**src/fwpid_pkg.sv**
```systemverilog
// Shared constants, register codes and control types of the four-wheel PID controller.
package fwpid_pkg;

    localparam int WHEELS     = 4;
    localparam int FRAC_BITS  = 8;
    localparam int IN_W       = 16;
    localparam int OUT_W      = 13;
    localparam int ERR_W      = IN_W + 1;
    localparam int DIFF_W     = ERR_W + 1;
    localparam int INTEG_W    = 32;
    localparam int GAIN_W     = 16;
    localparam int OFS_W      = 24;
    localparam int DIR_W      = WHEELS;
    localparam int CFG_IDX_W  = 3;
    localparam int CFG_DATA_W = 24;
    localparam int SUM_W      = 53;
    localparam int PIPE_DEPTH = 4;
    localparam int OUT_LIMIT  = 2048;

    localparam logic [GAIN_W-1:0] PROP_GAIN_RST  = 16'd7680;
    localparam logic [GAIN_W-1:0] INTEG_GAIN_RST = 16'd51;
    localparam logic [GAIN_W-1:0] DERIV_GAIN_RST = 16'd7680;
    localparam logic [GAIN_W-1:0] FF_SLOPE_RST   = 16'd7749;
    localparam logic [OFS_W-1:0]  FF_OFFSET_RST  = 24'd28326;
    localparam logic [DIR_W-1:0]  DIR_MASK_RST   = 4'hF;

    typedef enum logic [CFG_IDX_W-1:0] {
        REG_PROP_GAIN      = 3'd0,
        REG_INTEG_GAIN     = 3'd1,
        REG_DERIV_GAIN     = 3'd2,
        REG_FF_SLOPE       = 3'd3,
        REG_FF_OFFSET      = 3'd4,
        REG_DIRECTION_MASK = 3'd5
    } t_cfg_idx;

    typedef struct packed {
        logic [GAIN_W-1:0]        prop_gain;
        logic [GAIN_W-1:0]        integ_gain;
        logic [GAIN_W-1:0]        deriv_gain;
        logic [GAIN_W-1:0]        ff_slope;
        logic signed [OFS_W-1:0]  ff_offset;
    } t_gains;

    // One load strobe per pipeline stage, stage 0 first.
    typedef struct packed {
        logic [PIPE_DEPTH-1:0] load;
    } t_pipe_ctl;

endpackage

```
**src/fwpid_ctrl.sv**
```systemverilog
// Pipeline flow control: stage valid bits, stall chain and per-stage load strobes.
module fwpid_ctrl (
    input  logic                                    i_clk,
    input  logic                                    i_rst_n,
    input  logic                                    i_valid,
    input  logic                                    i_stall,
    output logic                                    o_stall,
    output logic                                    o_valid,
    output fwpid_pkg::t_pipe_ctl                    o_ctl,
    output logic [fwpid_pkg::PIPE_DEPTH-1:0]        o_busy
);
    import fwpid_pkg::*;

    logic [PIPE_DEPTH-1:0] r_vld;
    logic [PIPE_DEPTH-1:0] n_vld;
    logic [PIPE_DEPTH:0]   w_ready;

    always_comb begin
        w_ready[PIPE_DEPTH] = !i_stall;
        for (int k = PIPE_DEPTH - 1; k >= 0; k--) begin
            w_ready[k] = !r_vld[k] || w_ready[k+1];
        end
        for (int k = 0; k < PIPE_DEPTH; k++) begin
            if (k == 0) begin
                o_ctl.load[k] = i_valid && w_ready[k];
                n_vld[k]      = w_ready[k] ? i_valid : r_vld[k];
            end else begin
                o_ctl.load[k] = r_vld[k-1] && w_ready[k];
                n_vld[k]      = w_ready[k] ? r_vld[k-1] : r_vld[k];
            end
        end
    end

    always_ff @(posedge i_clk) begin
        if (!i_rst_n) begin
            r_vld <= '0;
        end else begin
            r_vld <= n_vld;
        end
    end

    assign o_stall = !w_ready[0];
    assign o_valid = r_vld[PIPE_DEPTH-1];
    assign o_busy  = r_vld;

endmodule

```
**config.mk**
```make
export PLATFORM = sky130hd
export DESIGN_NAME = fwpid_ctrl
export DESIGN_NICKNAME = d
export VERILOG_FILES = /design/src/fwpid_pkg.sv /design/src/fwpid_ctrl.sv
export SDC_FILE = /design/constraint.sdc
export NUM_CORES = 1
export LEC_CHECK = 0
export ABC_CLOCK_PERIOD_IN_PS = 2400
export BUFFER_PORTS_ARGS = -buffer_cell sky130_fd_sc_hd__buf_4
export CORE_AREA = 2 2 39 41
export CTS_BUF_LIST = sky130_fd_sc_hd__clkbuf_4 sky130_fd_sc_hd__clkbuf_8
export CTS_CLUSTER_SIZE = 25
export DETAILED_ROUTE_END_ITERATION = 12
export DIE_AREA = 0 0 41 43
export GPL_TIMING_DRIVEN = 0
export PLACE_DENSITY = 0.38
export SLEW_MARGIN = 20
export SYNTH_ARGS = -nofsm -noshare
export SYNTH_HDL_FRONTEND = slang
export SYNTH_SLANG_ARGS = --single-unit
```
**constraint.sdc**
```tcl
create_clock -name i_clk -period 2.4 [get_ports i_clk]
set_input_delay 0.6 -clock i_clk [delete_from_list [all_inputs] [get_ports i_clk]]
set_output_delay 0.6 -clock i_clk [all_outputs]
set_load 0.05 [all_outputs]
```
# Word-level counts from Yosys, hierarchy flattened

Cells that the tools add are included.

Reductions and logical operators: 14

Operators by type and width:

| cell              | number |
|---|---|
| 1-bit zero test   | 6 |
| 1-bit logical AND | 4 |
| 1-bit logical OR  | 4 |

Bits in registers: 4
Logic and storage cells: 18

# Longest topological paths before layout

Gate-level depths: netlist of run 1.

Word-level depth: 6
Mapped depth: 2
Mapped depth without buffers: 2

# Worst setup path after synthesis of run 1

OpenSTA, ideal clock, no wires.

Path kind: flip-flop to output port
From: reg r_vld[2], in the netlist o_busy[2]
To: out o_ctl[3] (netlist bit)
Arrival time: 1.876 ns
Path slack: -0.076 ns
Stages on the path, launching flop included: 2
Cell sequence: dfxtp_1 > a21boi_0

RTL lines:

| what                   | RTL line         | source |
|---|---|---|
| from (decl)            | fwpid_ctrl.sv:14 | `logic [PIPE_DEPTH-1:0] r_vld;` |
| from (signal assigned) | fwpid_ctrl.sv:38 | `r_vld <= n_vld;` |
| to (decl)              | fwpid_ctrl.sv:9  | `output fwpid_pkg::t_pipe_ctl o_ctl,` |

==> results by group, run 1 <==
Timing
  • Final Hold Violating Endpoints: 0
  • Slew @ Worst Pin: 0.201 ns
  • Final worst clock skew: 0.00136 ns
  • Pins Over Slew Limit: 0
  • Maximum operating frequency: 520 MHz
  • Setup violators final: 0
  • Relative slew slack: 0.866
  • RSZ-0062 raised after global routing: false
  • Tcrit/Tclk final: 0.801
  • TNS Setup: 0 ns
  • Min cycle time layout: 1.92 ns

Clock network
  • Setup Fix Bufs, Post-CTS: 0
  • Clk slew on worst S/H paths: 0.04 ns
  • Inserted Clock Buffers: 3
  • Hold_buf cts: 0
  • Clock buffer depth: 2
  • TritonCTS clock tree: yes
  • Clock Sinks: 4
  • Root buf cell: clkbuf_4
  • CTS resizes: 0
  • Worst-Skew Late Latency: 0.23 ns
  • H-tree levels: 1

Worst setup path
  • Worst-path cell chain: buf_4 > and4_1 > a21boi_1 > buf_4
  • R2r startpoint: o_busy[3]
  • Worst setup path category: input port to primary output
  • Crit path capture type: primary output
  • Startpoint types: input port
  • Max incr delay on CP: 0.22 ns
  • CP max FO: 5
  • Req. time, crit path: 1.80 ns
  • Worst r2r path cells: 2
  • Critical Path AT: 1.32 ns
  • CP dominant cell by count: buf_4
  • CP max stage cell: and4_1
  • FF-to-FF End: o_busy[1]
  • Reg2Reg Setup Slack: 1.55 ns

Routing
  • Residual DRC: 0
  • Via count: 209
  • Vias per cell: 4.02
  • Routed Antenna Nets: 0
  • First DRT Iteration DRCs: 0
  • Post-Route WL: 520 µm
  • WL per Instance: 10.0 µm
  • DRT Pass-1 Iters: 1

Cells and area
  • Synth-to-layout area growth: 77.2%
  • Fillers: 160
  • Share of cells above drive strength 1: 0.472
  • Fin area: 322 µm²
  • Nets: 42
  • Fin util: 0.232
  • Max reg flops: 4
  • Number of diodes: 0

Pwr
  • P_sw: 56.2 µW
  • Sw Ratio: 0.288
  • Leak pwr: 0.000156 µW
  • Combinational Power Share: 0.207
  • Peak VDD IR: 0.000213 V
  • Pwr dens: 607 mW/mm²
  • Clk pwr share: 0.421
  • Int Power: 139 µW
  • Sequential share of power: 0.372

Floorplan
  • Core region area: 0.00138 mm²
  • FP Rows: 14
  • Die H: 43 µm
  • Io pins: 14
  • Die area: 0.00176 mm²
  • Die Span X: 41 µm
  • Initial Utilization: 0.131

Hold path
  • Hold Path Class: flip-flop to flip-flop
  • Hold Path End: o_busy[0]
  • Worst Hold Depth: 2
  • Worst min-delay path startpoint: o_busy[0]

Global route
  • Number of global-route vias before repair: 188
  • Gr ovfl total: 0
  • Pin count of the biggest net entering global routing: 8
  • Global-route wire length before repair: 731 µm
  • Total Routing Usage GR: 0.0641
  • Initial antenna violation count: 0

Yosys
  • Synth warn: 0
  • Post-synthesis compound-gate area fraction: 0.221
  • Yosys top cell by area: dfxtp_1
  • Top post-synthesis cells by area: dfxtp_1, o21a_1, and2_1
  • Largest family of logic cells by synthesized area: simple AND/OR/NAND/NOR gates
  • Mux share of post-synthesis cell area: 0
  • Cells after synthesis: 20
  • Simple-gate share of the synthesized area: 0.297
  • Syn Nets: 24
  • Yosys top cell area share: 0.441
  • Post-synthesis xor/xnor area fraction: 0
  • Synthesized area per cell: 9.07 µm²
  • Sequential area share after synthesis: 0.441
  • Synth Area in Adders: 0
  • Library cells used by synthesis: 13
  • Cell Area, Synth: 181 µm²
  • #FFs+latches synth: 4

Run status
  • Status: finished, final reports clean

Place
  • Final Wtd Congestion: 0.615
  • Port bufs: 13
  • Area after DPL: 299 µm²

Flow run
  • Max-Cap Viols: 0
-- power by group through the flow --
stage	Sequential [µW]	Combinational, µW	Clock (µW)
2_1_floorplan	81.3	17.1	0
3_3_place_gp	73.5	40.5	0
3_5_place_dp	73.7	40.6	0
6_report	72.6	40.4	82.2
5_1_grt	73.0	42.3	91.6
4_1_cts	72.7	40.7	88.4
-- cell usage after synthesis, drive strengths merged --
cell	instances
and4	1
dfxtp	4
o21ai	1
nor2b	2
and2	2
a21oi	1
a21boi	2
and3	1
buf	1
nand4	1
o21a	2
nand2	2
-- worst max-delay path: cells and delay by family --
| kind | cells | cell delay (ns) |
|---|---|---|
| compound gates | 1 | 0.16 |
| buf+inv | 2 | 0.35 |
| simple gates | 1 | 0.22 |
-- logic make-up (layout without fill, tap and decap cells) --
group	Yosys count	in the layout
buffers and inverters	1	17
DFF	4	4
AOI/OAI and AO/OA	6	6
and+or+nand+nor	9	9
-- cell type report --
class	count	area, µm²	share of cell area
repair buffers	13	97.6	0.304
flip-flops and latches	4	80.1	0.249
multi-input cells	15	93.8	0.292
plain buffers	1	7.51	0.0233
well taps	16	20.0	0.0623
clock buffers	3	22.5	0.0700
-- worst max path at each step --
stage / from / end / slack (ns)
floorplan: i_stall / o_ctl[0] / 0.23
global placement: i_stall / o_ctl[0] / 0.48
detailed placement: i_stall / o_ctl[0] / 0.49
CTS: i_stall / o_ctl[0] / 0.48
global route: o_busy[3] / o_stall / 0.46
finish: i_stall / o_ctl[0] / 0.48
-- through the flow --
stage	hold slack, ns	cells	worst slack [ns]	power, µW
3_5_place_dp	0.509	49	0.490	114
4_1_cts	0.515	52	0.479	202
3_3_place_gp	0.500	49	0.485	114
5_1_grt	0.556	52	0.456	207
6_report	0.513	52	0.478	195
2_1_floorplan	0.698	20	0.226	98.4
-- routing by layer --
| metal | GRT usage | vias to the layer above | wire length (µm) | part of all wire |
|---|---|---|---|---|
| met5 | 0 | - | 0 | 0 |
| met4 | 0.0600 | 0 | 0 | 0 |
| met3 | 0.0209 | 0 | 69 | 0.13 |
| met2 | 0.0781 | 14 | 219 | 0.42 |
| met1 | 0.0831 | 91 | 231 | 0.44 |
| li1 | - | 104 | - | - |
-- layout by cell type (no fill, tap or decap) --
| master | netlist | final |
|---|---|---|
| a21oi_1 | 1 | 1 |
| and3_1 | 1 | 1 |
| nor2b_1 | 2 | 2 |
| buf_4 | 1 | 14 |
| clkbuf_4 | 0 | 3 |
| a21boi_1 | 1 | 2 |
| o21ai_1 | 1 | 1 |
| and2_1 | 2 | 2 |
| nand4_1 | 1 | 1 |
| o21a_1 | 2 | 2 |
| and4_1 | 1 | 1 |
| dfxtp_1 | 4 | 4 |
| nand2_1 | 2 | 2 |
(Power assumes the default switching activity.)
==> run 2: changes to the inputs <==
ABC_AREA = 1   (was not set)
ABC_CLOCK_PERIOD_IN_PS = 1600   (was 2400)
PLACE_DENSITY = 0.4   (was 0.38)
clock period = 1.6 ns   (was 2.4 ns; I/O delays follow)
==> results by group, run 2 <==
Pwr
  • Leak pwr: 0.000186 µW (was 0.000156 µW)
  • Int Power: 211 µW (was 139 µW)
  • Peak VDD IR: 0.000242 V (was 0.000213 V)
  • Combinational Power Share: 0.219 (was 0.207)
  • Sw Ratio: 0.303 (was 0.288)
  • Power consumption: 302 µW (was 195 µW)
  • Sequential share of power: 0.358 (was 0.372)
  • Pwr dens: 795 mW/mm² (was 607 mW/mm²)
  • P_sw: 91.5 µW (was 56.2 µW)
  • Clk pwr share: 0.422 (was 0.421)

Place
  • Port bufs: 13 (unchanged)
  • HPWL Detailed: 358 µm
  • Final Wtd Congestion: 0.667 (was 0.615)

Yosys
  • Yosys top cell area share: 0.430 (was 0.441)
  • Sequential area share after synthesis: 0.430 (was 0.441)
  • Post-synth ARST share: 0 (unchanged)
  • Top FF cell, synth: dfxtp_1 (unchanged)
  • Synthesized area per cell: 7.77 µm² (was 9.07 µm²)
  • Yosys top cell by area: dfxtp_1 (unchanged)
  • Cell Area, Synth: 186 µm² (was 181 µm²)
  • #FFs+latches synth: 4 (unchanged)
  • Library cells used by synthesis: 11 (was 13)
  • Most frequent cells after synthesis: a21oi_1, inv_1, dfxtp_1 (was dfxtp_1, and2_1, nand2_1, nor2b_1, o21a_1)
  • Cells after synthesis: 24 (was 20)
  • Top post-synthesis cells by area: dfxtp_1, a21oi_1, inv_1 (was dfxtp_1, o21a_1, and2_1)
  • Synth warn: 0 (unchanged)
  • EDFF count, synth: 0 (unchanged)
  • Syn Nets: 28 (was 24)

Global route
  • Number of global-route vias before repair: 208 (was 188)
  • Total Routing Usage GR: 0.0694 (was 0.0641)
  • Initial antenna violation count: 0 (unchanged)
  • Pin count of the biggest net entering global routing: 6 (was 8)
  • Gr ovfl total: 0 (unchanged)
  • Global-route wire length before repair: 765 µm (was 731 µm)

Hold path
  • Hold Path Class: input port to flip-flop (was flip-flop to flip-flop)
  • Worst min-delay path startpoint: i_valid (was o_busy[0])
  • Worst Hold Depth: 3 (was 2)

Timing
  • Final Hold Violating Endpoints: 0 (unchanged)
  • Final worst clock skew: 0.000908 ns (was 0.00136 ns)
  • Relative slew slack: 0.900 (was 0.866)
  • RSZ-0062 raised after global routing: false (unchanged)
  • Slew @ Worst Pin: 0.150 ns (was 0.201 ns)
  • Min Hold Slack: 0.445 ns (was 0.513 ns)
  • Tcrit/Tclk final: 0.950
  • Min cycle time layout: 1.52 ns
  • Setup violators final: 0 (unchanged)
  • Pins Over Slew Limit: 0 (unchanged)
  • Maximum operating frequency: 658 MHz

Clock network
  • Clk slew on worst S/H paths: 0.04 ns (about the same)
  • Inserted Clock Buffers: 3 (unchanged)
  • Clock buffer depth: 2 (unchanged)
  • Clock Sinks: 4 (unchanged)
  • Worst-Skew Late Latency: 0.23 ns (about the same)
  • Root buf cell: clkbuf_4 (unchanged)
  • TritonCTS clock tree: yes (unchanged)
  • H-tree levels: 1 (unchanged)

Routing
  • Residual DRC: 0 (unchanged)
  • DRT Pass-1 Iters: 1 (unchanged)
  • Via count: 216 (was 209)
  • First DRT Iteration DRCs: 0 (unchanged)
  • Post-Route WL: 485 µm (was 520 µm)
  • Routed Antenna Nets: 0 (unchanged)
  • WL per Instance: 8.22 µm (was 10.0 µm)
  • Vias per cell: 3.66 (was 4.02)

Worst setup path
  • Beginning of the critical path: o_busy[2] (was i_stall)
  • Req. time, crit path: 1.20 ns (was 1.80 ns)
  • Crit path capture type: primary output (unchanged)
  • CP dominant cell by count: buf_4 (unchanged)
  • Startpoint types: flip-flop (was input port)
  • Critical Path AT: 1.12 ns (was 1.32 ns)
  • CP max FO: 3 (was 5)
  • CP max stage cell: dfxtp_2 (was and4_1)
  • Worst r2r path cells: 5 (was 2)
  • Worst setup path category: flip-flop to primary output (was input port to primary output)
  • R2r startpoint: o_busy[2] (was o_busy[3])
  • Worst-path cell chain: inv_2 > nor2_4 > buf_4 > a21oi_4 > buf_4 (was buf_4 > and4_1 > a21boi_1 > buf_4)
  • Max incr delay on CP: 0.31 ns (was 0.22 ns)

Cells and area
  • Most frequent cells in the layout: buf_4, inv_1, a21oi_1, clkbuf_4, dfxtp_2 (was buf_4, dfxtp_1, clkbuf_4)
  • Nets: 49 (was 42)
  • Commonest non-fill, non-tap cell in the layout: buf_4 (unchanged)
  • Share of cells above drive strength 1: 0.744 (was 0.472)
  • Synth-to-layout area growth: 104% (was 77.2%)
  • Number of diodes: 0 (unchanged)
  • Max reg flops: 4 (unchanged)

Run status
  • Status: finished, final reports clean (unchanged)

Floorplan
  • Io pins: 14 (unchanged)
  • Core region area: 0.00138 mm² (unchanged)
  • Die Span X: 41 µm (unchanged)
  • Die H: 43 µm (unchanged)
  • Die area: 0.00176 mm² (unchanged)
  • FP Rows: 14 (unchanged)
  • Initial Utilization: 0.135 (was 0.131)

Flow run
  • Max-Cap Viols: 0 (unchanged)
-- run 2: final cells by class --
class,count,area (µm²)
clock buffers,3,22.5
flip-flops and latches,4,83.8
multi-input cells,12,90.1
fillers,155,1000
plain buffers,1,7.51
repair buffers,16,128
well taps,16,20.0
inverters,7,28.8
-- run 2: kinds of logic (layout without fill, tap and decap cells) --
family	Yosys count	in the layout	share of synthesized area
buf+inv	8	27	0.181
flops	4	4	0.430
compound gates	6	6	0.181
simple gates	6	6	0.208
-- run 2: timing repair --
action,in CTS,in global routing
cloned,0,0
setup buffers,2,1
setup endpoints to repair,3,3
hold buffers,0,0
resized for setup,2,0
pin swaps,2,1
-- run 2: path summary, 6_finish.rpt --
check	slack [ns]	endpoint
max	0.08	o_ctl[1]
min	0.44	o_busy[0]
max reg2reg	0.67	o_busy[0]
min reg2reg	0.50	o_busy[3]
-- run 2: routing by layer --
layer	vias up	track usage	part of all wire
li1	111	-	-
met4	0	0.0800	0
met3	0	0.0419	0.15
met2	12	0.0844	0.44
met1	93	0.0712	0.40
met5	-	0	0
-- run 2: critical path: cells and delay by family, from the launching register on --
kind                   cells  cell delay [ns]
AND/OR/NAND/NOR            1             0.05
flip-flops                 1             0.31
buffers and inverters      3             0.42
AO/OA/AOI/OAI              1             0.10
-- run 2: stage by stage --
step / setup WS [ns] / area (µm²) / utilization / cells / TNS, ns
final: 0.0801 / 380 / 0.275 / 59 / 0
after global routing: 0.0264 / 380 / 0.275 / 59 / 0
after CTS: 0.00645 / 373 / 0.269 / 58 / 0
after detailed placement: 0.0603 / 328 / 0.237 / 53 / 0
after global placement: 0.0712 / 328 / 0.237 / 53 / 0
after floorplan: -0.00288 / 210 / - / 24 / -0.00288
-- run 2: power by group through the flow --
stage / Clock, µW / Combinational, µW / Sequential [µW]
after floorplan: 0 / 30.1 / 123
after global placement: 0 / 64.1 / 110
after detailed placement: 0 / 64.2 / 110
after CTS: 136 / 66.9 / 108
after global routing: 140 / 70.0 / 109
final: 128 / 66.3 / 108
